File: config.mk
export PLATFORM = sky130hd
export DESIGN_NAME = circle_fan_strip_vertex_generator
export DESIGN_NICKNAME = d
export VERILOG_FILES = /design/src/hw/rtl/cfsv_pkg.sv /design/src/hw/rtl/circle_fan_strip_vertex_generator.sv /design/src/hw/rtl/cfsv_ctrl.sv /design/src/hw/rtl/cfsv_datapath.sv
export SDC_FILE = /design/constraint.sdc
export NUM_CORES = 2
export LEC_CHECK = 0
export ABC_AREA = 1
export BUFFER_PORTS_ARGS = -buffer_cell sky130_fd_sc_hd__buf_2
export CORE_ASPECT_RATIO = 0.9
export CORE_UTILIZATION = 58
export CTS_CLUSTER_SIZE = 14
export DETAILED_ROUTE_END_ITERATION = 6
export PLACE_DENSITY = 0.78
export SETUP_SLACK_MARGIN = 0.15
export SYNTH_ARGS = -nofsm -noshare
export SYNTH_HDL_FRONTEND = slang
export SYNTH_SLANG_ARGS = --single-unit
export TNS_END_PERCENT = 10
File: constraint.sdc
create_clock -name clk -period 11.6 [get_ports clk]
set_input_delay 2.9 -clock clk [delete_from_list [all_inputs] [get_ports clk]]
set_output_delay 2.9 -clock clk [all_outputs]
set_load 0.01 [all_outputs]
File: src/hw/rtl/cfsv_pkg.sv
`default_nettype none
// ----------------------------------------------------------------------------
// Circle fan strip package
// Shared widths, angle constants, command and status types, and the
// per-degree sine magnitude table in unsigned Q1.16 form.
// ----------------------------------------------------------------------------
package cfsv_pkg;

    localparam int ANGLE_STEP_DEGREES = 6;
    localparam int TRIG_FRACTION_BITS = 16;

    localparam int COORD_W  = 32;
    localparam int RADIUS_W = 31;
    localparam int ARC_W    = 9;
    localparam int ANGLE_W  = 10;
    localparam int DEG_W    = 7;
    localparam int MAG_W    = TRIG_FRACTION_BITS + 1;
    localparam int PROD_W   = RADIUS_W + MAG_W;
    localparam int COUNT_W  = 6;
    localparam int STRIP_W  = COUNT_W + 1;
    localparam int TABLE_N  = 91;

    localparam logic [ANGLE_W-1:0] ANGLE_STEP   = ANGLE_W'(ANGLE_STEP_DEGREES);
    localparam logic [ANGLE_W-1:0] QUARTER_TURN = ANGLE_W'(90);
    localparam logic [ANGLE_W-1:0] HALF_TURN    = ANGLE_W'(180);
    localparam logic [ANGLE_W-1:0] THREE_QUARTER_TURN = ANGLE_W'(270);
    localparam logic [ANGLE_W-1:0] FULL_TURN    = ANGLE_W'(360);
    localparam logic [ANGLE_W-1:0] PARTIAL_END  = ANGLE_W'(450);
    localparam logic [ARC_W-1:0]   ARC_MAX      = ARC_W'(360);

    localparam longint unsigned TABLE_SCALE = 64'd10000000;
    localparam longint unsigned TABLE_HALF  = TABLE_SCALE / 2;

    localparam int unsigned SIN_RAW [TABLE_N] = '{
        0, 174524, 348995, 523360, 697565, 871557, 1045285, 1218693,
        1391731, 1564345, 1736482, 1908090, 2079117, 2249511, 2419219,
        2588190, 2756374, 2923717, 3090170, 3255682, 3420201, 3583679,
        3746066, 3907311, 4067366, 4226183, 4383711, 4539905, 4694716,
        4848096, 5000000, 5150381, 5299193, 5446390, 5591929, 5735764,
        5877853, 6018150, 6156615, 6293204, 6427876, 6560590, 6691306,
        6819984, 6946584, 7071068, 7193398, 7313537, 7431448, 7547096,
        7660444, 7771460, 7880108, 7986355, 8090170, 8191520, 8290376,
        8386706, 8480481, 8571673, 8660254, 8746197, 8829476, 8910065,
        8987940, 9063078, 9135455, 9205049, 9271839, 9335804, 9396926,
        9455186, 9510565, 9563048, 9612617, 9659258, 9702957, 9743701,
        9781476, 9816272, 9848078, 9876883, 9902681, 9925462, 9945219,
        9961947, 9975641, 9986295, 9993908, 9998477, 10000000
    };

    typedef logic [MAG_W-1:0] mag_table_t [TABLE_N];

    function automatic mag_table_t build_mag_table();
        mag_table_t      t;
        longint unsigned e;
        for (int d = 0; d < TABLE_N; d++)
        begin
            e    = 64'(SIN_RAW[d]);
            t[d] = MAG_W'((e * (64'd1 << TRIG_FRACTION_BITS) + TABLE_HALF) / TABLE_SCALE);
        end
        return t;
    endfunction

    localparam mag_table_t MAG_TABLE = build_mag_table();

    typedef struct packed {
        logic               load;
        logic               issue;
        logic [ANGLE_W-1:0] angle;
        logic               last;
        logic [STRIP_W-1:0] strip;
    } cfsv_cmd_t;

    typedef struct packed {
        logic advance;
    } cfsv_status_t;

endpackage
`default_nettype wire

File: src/hw/rtl/circle_fan_strip_vertex_generator.sv
`default_nettype none
// ----------------------------------------------------------------------------
// Circle fan strip vertex generator
// Throughput: one request beat, then one pair per cycle from the angle
// sequencer while m_axis_tready does not stall the output; a new request
// is taken once the last angle of the previous one has been issued to the
// four-stage pipeline.
// Reset: rst_n clears the controller state and the pipeline valid bits.
// ----------------------------------------------------------------------------
// Top level: streaming ports around the controller and the datapath.
// ----------------------------------------------------------------------------
module circle_fan_strip_vertex_generator
    import cfsv_pkg::*;
(
    input  wire logic         clk,
    input  wire logic         rst_n,
    input  wire logic         s_axis_tvalid,
    output logic              s_axis_tready,
    // center_x[31:0], center_y[63:32], radius[94:64], arc_degrees[103:95]
    input  wire logic [103:0] s_axis_tdata,
    // func[0]
    input  wire logic [0:0]   s_axis_tuser,
    output logic              m_axis_tvalid,
    input  wire logic         m_axis_tready,
    // rim_x[31:0], rim_y[63:32], hub_x[95:64], hub_y[127:96],
    // strip_points[134:128], zero[135]
    output logic [135:0]      m_axis_tdata,
    output logic              m_axis_tlast
);

    cfsv_cmd_t                 cmd;
    cfsv_status_t              status;
    logic signed [COORD_W-1:0] rim_x, rim_y, hub_x, hub_y;
    logic [STRIP_W-1:0]        strip_points;

    cfsv_ctrl u_ctrl
    (
        .clk       (clk),
        .rst_n     (rst_n),
        .req_valid (s_axis_tvalid),
        .req_ready (s_axis_tready),
        .req_func  (s_axis_tuser[0]),
        .req_arc   (s_axis_tdata[103:95]),
        .status    (status),
        .cmd       (cmd)
    );

    cfsv_datapath u_datapath
    (
        .clk          (clk),
        .rst_n        (rst_n),
        .cmd          (cmd),
        .status       (status),
        .req_center_x ($signed(s_axis_tdata[31:0])),
        .req_center_y ($signed(s_axis_tdata[63:32])),
        .req_radius   (s_axis_tdata[94:64]),
        .out_valid    (m_axis_tvalid),
        .out_ready    (m_axis_tready),
        .rim_x        (rim_x),
        .rim_y        (rim_y),
        .hub_x        (hub_x),
        .hub_y        (hub_y),
        .last         (m_axis_tlast),
        .strip_points (strip_points)
    );

    assign m_axis_tdata = {1'b0, strip_points, hub_y, hub_x, rim_y, rim_x};

endmodule
`default_nettype wire

File: src/hw/rtl/cfsv_ctrl.sv
`default_nettype none
// ----------------------------------------------------------------------------
// Circle fan strip controller
// Accepts a request, then walks the angle sequence and issues one angle
// per advancing cycle to the datapath, flagging the final pair.
// ----------------------------------------------------------------------------
module cfsv_ctrl
    import cfsv_pkg::*;
(
    input  wire logic               clk,
    input  wire logic               rst_n,
    input  wire logic               req_valid,
    output logic                    req_ready,
    input  wire logic               req_func,
    input  wire logic [ARC_W-1:0]   req_arc,
    input  wire cfsv_status_t       status,
    output cfsv_cmd_t               cmd
);

    typedef enum logic [1:0] {
        ST_IDLE = 2'b01,
        ST_RUN  = 2'b10
    } state_t;

    state_t               state_reg, state_next;
    logic [ANGLE_W-1:0]   angle_reg, angle_next;
    logic [ANGLE_W-1:0]   end_reg, end_next;
    logic                 full_reg, full_next;
    logic [COUNT_W-1:0]   count_reg, count_next;

    logic                 accept;
    logic                 issue;
    logic                 last_pair;
    logic [ANGLE_W-1:0]   step_sum;
    logic [ARC_W-1:0]     arc_sat;
    logic [COUNT_W-1:0]   count_plus;

    assign req_ready  = (state_reg == ST_IDLE);
    assign accept     = req_valid && req_ready;
    assign issue      = (state_reg == ST_RUN) && status.advance;
    assign step_sum   = angle_reg + ANGLE_STEP;
    assign arc_sat    = (req_arc > ARC_MAX) ? ARC_MAX : req_arc;
    assign count_plus = count_reg + COUNT_W'(1);
    assign last_pair  = full_reg ? (step_sum > FULL_TURN) : (angle_reg == end_reg);

    always_comb
    begin
        state_next = state_reg;
        angle_next = angle_reg;
        end_next   = end_reg;
        full_next  = full_reg;
        count_next = count_reg;
        unique case (state_reg)
            ST_IDLE:
            begin
                if (accept)
                begin
                    state_next = ST_RUN;
                    full_next  = !req_func;
                    angle_next = req_func ? QUARTER_TURN : '0;
                    end_next   = PARTIAL_END - {{(ANGLE_W-ARC_W){1'b0}}, arc_sat};
                    count_next = '0;
                end
            end
            ST_RUN:
            begin
                if (issue)
                begin
                    count_next = count_plus;
                    if (last_pair)
                    begin
                        state_next = ST_IDLE;
                    end
                    else if (!full_reg && (step_sum >= end_reg))
                    begin
                        angle_next = end_reg;
                    end
                    else
                    begin
                        angle_next = step_sum;
                    end
                end
            end
            default:
            begin
                state_next = ST_IDLE;
            end
        endcase
    end

    always_ff @(posedge clk or negedge rst_n)
    begin
        if (!rst_n)
        begin
            state_reg <= ST_IDLE;
            angle_reg <= '0;
            end_reg   <= '0;
            full_reg  <= 1'b0;
            count_reg <= '0;
        end
        else
        begin
            state_reg <= state_next;
            angle_reg <= angle_next;
            end_reg   <= end_next;
            full_reg  <= full_next;
            count_reg <= count_next;
        end
    end

    always_comb
    begin
        cmd.load  = accept;
        cmd.issue = issue;
        cmd.angle = angle_reg;
        cmd.last  = last_pair;
        cmd.strip = last_pair ? {count_plus, 1'b0} : '0;
    end

endmodule
`default_nettype wire

File: src/hw/rtl/cfsv_datapath.sv
`default_nettype none
// ----------------------------------------------------------------------------
// Circle fan strip datapath
// Four-stage pipeline: angle folding, table lookup, radius multiply, then
// rounding, sign and center add into the output register. All stages stall
// together while the output beat is held.
// ----------------------------------------------------------------------------
module cfsv_datapath
    import cfsv_pkg::*;
(
    input  wire logic                      clk,
    input  wire logic                      rst_n,
    input  wire cfsv_cmd_t                 cmd,
    output cfsv_status_t                   status,
    input  wire logic signed [COORD_W-1:0] req_center_x,
    input  wire logic signed [COORD_W-1:0] req_center_y,
    input  wire logic [RADIUS_W-1:0]       req_radius,
    output logic                           out_valid,
    input  wire logic                      out_ready,
    output logic signed [COORD_W-1:0]      rim_x,
    output logic signed [COORD_W-1:0]      rim_y,
    output logic signed [COORD_W-1:0]      hub_x,
    output logic signed [COORD_W-1:0]      hub_y,
    output logic                           last,
    output logic [STRIP_W-1:0]             strip_points
);

    typedef struct packed {
        logic [DEG_W-1:0] idx;
        logic             neg;
    } fold_t;

    function automatic fold_t fold_angle(logic [ANGLE_W-1:0] a);
        fold_t f;
        if (a <= QUARTER_TURN)
        begin
            f.idx = DEG_W'(a);
            f.neg = 1'b0;
        end
        else if (a <= HALF_TURN)
        begin
            f.idx = DEG_W'(HALF_TURN - a);
            f.neg = 1'b0;
        end
        else if (a <= THREE_QUARTER_TURN)
        begin
            f.idx = DEG_W'(a - HALF_TURN);
            f.neg = 1'b1;
        end
        else
        begin
            f.idx = DEG_W'(FULL_TURN - a);
            f.neg = 1'b1;
        end
        return f;
    endfunction

    localparam logic [PROD_W-1:0] ROUND_HALF = PROD_W'(1) << (TRIG_FRACTION_BITS - 1);

    logic                        advance;

    logic signed [COORD_W-1:0]   cx_req_reg, cy_req_reg;
    logic [RADIUS_W-1:0]         r_req_reg;

    logic                        v1_reg, v2_reg, v3_reg, v4_reg;

    fold_t                       sin1_reg, cos1_reg;
    logic signed [COORD_W-1:0]   cx1_reg, cy1_reg, cx2_reg, cy2_reg, cx3_reg, cy3_reg;
    logic [RADIUS_W-1:0]         r1_reg, r2_reg;
    logic                        last1_reg, last2_reg, last3_reg;
    logic [STRIP_W-1:0]          strip1_reg, strip2_reg, strip3_reg;

    logic [MAG_W-1:0]            smag2_reg, cmag2_reg;
    logic                        sneg2_reg, cneg2_reg, sneg3_reg, cneg3_reg;
    logic [PROD_W-1:0]           prod_x3_reg, prod_y3_reg;

    logic signed [COORD_W-1:0]   rim_x_reg, rim_y_reg, hub_x_reg, hub_y_reg;
    logic                        last4_reg;
    logic [STRIP_W-1:0]          strip4_reg;

    logic [ANGLE_W-1:0]          a_mod;
    logic [ANGLE_W-1:0]          c_sum;
    logic [ANGLE_W-1:0]          c_mod;
    logic [PROD_W-1:0]           round_x, round_y;
    logic [COORD_W-1:0]          mag_x, mag_y, off_x, off_y;

    assign advance        = !v4_reg || out_ready;
    assign status.advance = advance;

    assign a_mod = (cmd.angle >= FULL_TURN) ? (cmd.angle - FULL_TURN) : cmd.angle;
    assign c_sum = a_mod + QUARTER_TURN;
    assign c_mod = (c_sum >= FULL_TURN) ? (c_sum - FULL_TURN) : c_sum;

    assign round_x = prod_x3_reg + ROUND_HALF;
    assign round_y = prod_y3_reg + ROUND_HALF;
    assign mag_x   = COORD_W'(round_x >> TRIG_FRACTION_BITS);
    assign mag_y   = COORD_W'(round_y >> TRIG_FRACTION_BITS);
    assign off_x   = cneg3_reg ? (COORD_W'(0) - mag_x) : mag_x;
    assign off_y   = sneg3_reg ? (COORD_W'(0) - mag_y) : mag_y;

    always_ff @(posedge clk or negedge rst_n)
    begin
        if (!rst_n)
        begin
            v1_reg <= 1'b0;
            v2_reg <= 1'b0;
            v3_reg <= 1'b0;
            v4_reg <= 1'b0;
        end
        else if (advance)
        begin
            v1_reg <= cmd.issue;
            v2_reg <= v1_reg;
            v3_reg <= v2_reg;
            v4_reg <= v3_reg;
        end
    end

    always_ff @(posedge clk)
    begin
        if (cmd.load)
        begin
            cx_req_reg <= req_center_x;
            cy_req_reg <= req_center_y;
            r_req_reg  <= req_radius;
        end
        if (advance)
        begin
            sin1_reg   <= fold_angle(a_mod);
            cos1_reg   <= fold_angle(c_mod);
            cx1_reg    <= cx_req_reg;
            cy1_reg    <= cy_req_reg;
            r1_reg     <= r_req_reg;
            last1_reg  <= cmd.last;
            strip1_reg <= cmd.strip;

            smag2_reg  <= MAG_TABLE[sin1_reg.idx];
            cmag2_reg  <= MAG_TABLE[cos1_reg.idx];
            sneg2_reg  <= sin1_reg.neg;
            cneg2_reg  <= cos1_reg.neg;
            cx2_reg    <= cx1_reg;
            cy2_reg    <= cy1_reg;
            r2_reg     <= r1_reg;
            last2_reg  <= last1_reg;
            strip2_reg <= strip1_reg;

            prod_x3_reg <= PROD_W'(r2_reg) * PROD_W'(cmag2_reg);
            prod_y3_reg <= PROD_W'(r2_reg) * PROD_W'(smag2_reg);
            sneg3_reg   <= sneg2_reg;
            cneg3_reg   <= cneg2_reg;
            cx3_reg     <= cx2_reg;
            cy3_reg     <= cy2_reg;
            last3_reg   <= last2_reg;
            strip3_reg  <= strip2_reg;

            rim_x_reg  <= cx3_reg + $signed(off_x);
            rim_y_reg  <= cy3_reg + $signed(off_y);
            hub_x_reg  <= cx3_reg;
            hub_y_reg  <= cy3_reg;
            last4_reg  <= last3_reg;
            strip4_reg <= strip3_reg;
        end
    end

    assign out_valid    = v4_reg;
    assign rim_x        = rim_x_reg;
    assign rim_y        = rim_y_reg;
    assign hub_x        = hub_x_reg;
    assign hub_y        = hub_y_reg;
    assign last         = last4_reg;
    assign strip_points = strip4_reg;

endmodule
`default_nettype wire
After elaboration in Yosys (flattened, before gate mapping)
Memory sizes are Yosys's and may differ from the RTL's. A register that Yosys moved wholly into a read port is not among the register bits.
Index checks and enable logic that the tools add are counted.
{"block": "totals", "register_bits": 658, "rom_bits": 4352, "inputBits": 109, "wordCells": 124, "n_memories": 2}
{"block": "op_classes", "n_addsub": 18, "multipliers": 2, "order_cmp": 11, "eq_ne": 7, "n_mux": 25, "bitwise": 2, "reduce_logical": 14}
{"name": "(no name shown)", "depth": 128, "word_bits": 17, "rd": 1, "rd_ports_with_merged_regs": 1, "wr": 0, "line_no": "cfsv_datapath.sv:137", "text": "smag2_reg <= MAG_TABLE[sin1_reg.idx];"}
{"name": "(no name shown)", "depth": 128, "word_bits": 17, "rd": 1, "rd_ports_with_merged_regs": 1, "wr": 0, "line_no": "cfsv_datapath.sv:138", "text": "cmag2_reg <= MAG_TABLE[cos1_reg.idx];"}
{"op": "$add A48 B16 Y48 const B", "n": 2}
{"op": "$mul A31 B17 Y48", "n": 2}
{"op": "$add A32 B32 Y32", "n": 2}
{"op": "$mux W32", "n": 2}
{"op": "$sub A1 B32 Y32 const A", "n": 2}
{"op": "$mux W10", "n": 6}
{"op": "$mux W8", "n": 6}
{"op": "$ge A10 B9 Y1 const B", "n": 2}
{"op": "$le A10 B7 Y1 const B", "n": 2}
{"op": "$le A10 B8 Y1 const B", "n": 2}
{"op": "$le A10 B9 Y1 const B", "n": 2}
{"op": "$pmux W10 S2", "n": 1}
{"op": "$sub A10 B9 Y10 const B", "n": 2}
{"op": "$not A7 Y8", "n": 2}
{"op": "$sub A6 B7 Y7 const A", "n": 2}
{"op": "$sub A7 B6 Y7 const B", "n": 2}
{"op": "$sub A7 B7 Y7 const A", "n": 2}
{"op": "$mux W6", "n": 2}
{"op": "$pmux W6 S2", "n": 1}
{"op": "$add A10 B3 Y10 const B", "n": 1}
{"op": "$add A10 B7 Y10 const B", "n": 1}
{"op": "$eq A10 B10 Y1", "n": 1}
{"op": "$ge A10 B10 Y1", "n": 1}
{"op": "$gt A10 B9 Y1 const B", "n": 1}
{"op": "other kinds (20)", "n": 30}

Longest topological paths before layout
{"block": "logic_depth", "word_depth": 9, "ltp_mapped": 36, "mapped_depth_nobuf": 35}

By module
From an unflattened synthesis, not the netlist that was laid out.
{"block": "unflattened", "hier_cells": 7362, "area_unflattened_um2": 65965.8}
{"module": "cfsv_datapath", "instances": 1, "cells_each": 7006, "area_each_um2": 63612.3, "seq_area_each_um2": 18958.2}
{"module": "cfsv_ctrl", "instances": 1, "cells_each": 354, "area_each_um2": 2342.2, "seq_area_each_um2": 726.9}
{"module": "circle_fan_strip_vertex_generator", "instances": 1, "cells_each": 2, "area_each_um2": 11.3, "seq_area_each_um2": 0.0}

Least setup slack after synthesis
Ideal clock, no wire load.
{"block": "synth_path", "path_kind": "input to register", "startpoint": "in m_axis_tready", "endpoint": "reg u_datapath.cmag2_reg[0] (enable)", "t_arrival_ps": 13218, "required_ps": 10723, "path_slack_ps": -2495, "path_stages": 2, "path_buffers": 0, "cell_sequence": "nor2_1 -> inv_1"}
{"block": "synth_via", "elab_chain_len": 1}
{"item": "start, declared", "line_no": "circle_fan_strip_vertex_generator.sv:24", "text": "input wire logic m_axis_tready,"}
{"item": "$logic_or A1 B1 Y1", "line_no": "cfsv_datapath.sv:87", "text": "assign advance = !v4_reg || out_ready;"}
{"item": "end, declared", "line_no": "cfsv_datapath.sv:73", "text": "logic [MAG_W-1:0] smag2_reg, cmag2_reg;"}
No other way between the ends.
A chain may end at the register's enable or synchronous reset.

Worst setup path in the final report
{"block": "layout_path", "startpoint": "reg u_datapath.smag2_reg[3]", "endpoint": "reg u_datapath.prod_y3_reg[41], data pin"}
{"block": "layout_via", "elab_chain_len": 1}
{"item": "start, declared", "line_no": "cfsv_datapath.sv:73"}
{"item": "$mul A31 B17 Y48", "line_no": "cfsv_datapath.sv:148", "text": "prod_y3_reg <= PROD_W'(r2_reg) * PROD_W'(smag2_reg);"}
{"item": "end signal, assigned", "line_no": "cfsv_datapath.sv:148"}
{"item": "end, declared", "line_no": "cfsv_datapath.sv:75", "text": "logic [PROD_W-1:0] prod_x3_reg, prod_y3_reg;"}
No other way between the ends.

==> impl_metrics.yaml <==
finish:
  drive_above_1_share: 0.0679
  nFillCells: 9069
  layout.nets: 8796
  multi_input_area_um2: 38200
  layout_common_cells: "inv_1 (1,791), nand2_1 (1,714), fa_1 (866), edfxtp_1 (624), ha_1 (368)"
  register_area_um2: 19600
  area_growth_pct: 7.78
  final_core_util: 0.633
  mostFrequentLayoutCell: "inv_1"
min_path:
  holdPathEnd: "u_datapath.cx2_reg[8]"
  hp-class: "reg -> reg"
  hold_path_startpoint: "u_datapath.cx1_reg[8]"
  min_path_cells: 0
worst_setup_path:
  r2r-start: "u_datapath.smag2_reg[3]"
  rr_worst_depth: 22
  cp-start-kind: "register"
  critPathKind: "reg -> reg"
  critPathMaxFanout: 31
  worstReg2RegEnd: "u_datapath.prod_y3_reg[41]"
  cp.required_ps: 12070
  arrival_ps: 7910
  reg2reg_setup_slack_ps: 4160
  endpoint_kind: "register"
timing:
  slew_headroom: 0.0940
  tightest_slew_ps: 1360
  slew_viol_final: 0
  fin_setup_tns_ps: 0
  fmax_ghz: 0.134
  finalSetupViolations: 0
  fin_worst_skew_ps: 67.3
  hold_violations: 0
  hold-worst-slack_ps: 368
  period_needed_ps: 7440
  rsz0062_at_grt: "no"
  fin_crit_sh: 0.641
cts:
  cts_buffer_depth: 3
  postCtsSetupBuffers: 0
  numCtsBuffers: 73
  cts.repair.resized: 0
  clock_sinks: 657
  holdBufCountCts: 0
  h-tree-depth: 3
  cts_tree: "yes"
  clock-root-buffer: "clkbuf_16"
  clkSlewWorstSetupHoldPaths_ps: 70
  clkLatencyLatePin_ps: 720
detailed_routing:
  via_per_inst: 5.49
  drt_iter0_drc: 4364
  wl_per_cell_um: 18.1
  drc: 0
  wl_um: 163000
  postRouteAntennaNets: 0
  vias: 49344
  dr.pass1.iters: 7
global_route:
  overflow: 0
  grt_usage: 0.292
  grt_pass1_wl_um: 266000
  grt_pass1_vias: 51631
  grt_max_degree: 172
  antenna_found_initial: 2
placement:
  routabilityCongestion: 0.957
  dp_hpwl_um: 122000
  port_buffers: 245
logic_synthesis:
  async_flop_share: 0.0502
  yosys_warnings: 0
  yosys-top-cells-area: "edfxtp_1 (29%), fa_1 (26%), inv_1 (10%), nand2_1 (9.8%), ha_1 (7.0%)"
  synthCells: 7329
  seq_area_frac_synth: 0.298
  yosys.area.top_type_share: 0.286
  avgSynthCellArea_um2: 8.94
  yosysTopAreaCell: "edfxtp_1"
  synth_edf_count: 624
  syn_area_um2: 65600
  synth-main-ff-cell: "edfxtp_1"
  ys_types: 68
  ys_seq_elements: 657
floorplan:
  num_rows: 116
  fp.dieH_um: 321
  dieWidth_um: 356
  coreArea_um2: 112000
  pin_count: 248
  start_util: 0.587
  die_area_um2: 114000
flow_run:
  cap_violations: 0
outcome:
  status: "finished clean"
-- per-layer routing --
| layer | track usage | share of wire |
|---|---|---|
| met1 | 0.391 | 0.41 |
| met2 | 0.477 | 0.47 |
| met3 | 0.0555 | 0.087 |
| met4 | 0.101 | 0.030 |
| met5 | 0 | 0.000061 |
-- how the worst max path moves through the flow --
stage,from,endpoint,cells after the start
after floorplan,m_axis_tready,u_datapath.cmag2_reg[0],2
after global placement,u_datapath.smag2_reg[8],u_datapath.prod_y3_reg[41],24
after detailed placement,u_datapath.smag2_reg[8],u_datapath.prod_y3_reg[41],24
after CTS,u_datapath.smag2_reg[8],u_datapath.prod_y3_reg[41],24
after global routing,u_datapath.smag2_reg[8],u_datapath.prod_y3_reg[41],24
final,u_datapath.smag2_reg[3],u_datapath.prod_y3_reg[41],22
-- cell families (layout without fill, tap and decap cells) --
kind of cell    after synthesis  in the layout  share of synthesized area
simple gates               2360           2360                      0.146
buf+inv                    2085           2264                      0.120
fa+ha+maj                  1234           1234                      0.335
compound gates              728            728                     0.0658
flops                       657            657                      0.298
xor+xnor                    264            264                     0.0354
other cells                   1              4                  0.0000572
-- critical path: stages, from the launching register on --
cell and delay (ps):
edfxtp_1 1230, nand2_1 200, fa_1 540, fa_1 520
fa_1 530, inv_1 70, fa_1 520, fa_1 560
inv_1 60, fa_1 520, inv_1 50, ha_1 350
a21oi_1 220, inv_1 80, a21oi_1 120, o221a_2 190
nand2_1 40, a21oi_1 410, o21ai_0 240, nand3_1 120
o311ai_0 240, a31oi_1 280, xnor2_1 90
-- area by class of cell --
type | instances | area share
antenna | 2 | 0.0000708
tap | 1475 | 0.0261
multi-input combinational | 4588 | 0.540
timing repair buffer | 322 | 0.0264
sequential | 657 | 0.277
clock inverter | 45 | 0.00756
inverter | 1811 | 0.0963
clock buffer | 86 | 0.0267
-- synth_stat cells, drive strengths merged (5+ instances only) --
| cell type | instances |
|---|---|
| a22oi | 9 |
| o32ai | 9 |
| clkinv | 6 |
| inv | 1805 |
| a21o | 11 |
| o31ai | 18 |
| xor2 | 189 |
| o211ai | 26 |
| a221oi | 11 |
| nor4 | 19 |
| a31oi | 36 |
| clkbuf | 237 |
| nand3 | 144 |
| fa | 866 |
| dfrtp | 32 |
| or2 | 12 |
| edfxtp | 624 |
| o22ai | 11 |
| ha | 368 |
| a21boi | 7 |
| o21a | 23 |
| o21ai | 220 |
| o221ai | 18 |
| nor3 | 68 |
| xnor2 | 75 |
| and3 | 5 |
| nand4 | 37 |
| o21bai | 12 |
| nand3b | 6 |
| nand2 | 1740 |
| a211oi | 12 |
| buf | 37 |
| o311ai | 10 |
| a32o | 5 |
| o2111ai | 8 |
| a21oi | 267 |
| nor2 | 326 |
-- through the flow --
stage                     std cells  instance area (µm²)  setup WS [ps]
after global routing           8985                70700           3820
after global placement         8852                68200           4500
final                          8986                70700           4160
after CTS                      8983                70600           4280
after floorplan                7330                65600            169
after detailed placement       8852                68200           4330
Power is not shown: default switching activity piles up to over one toggle a cycle in this logic, so the estimate is an artifact.
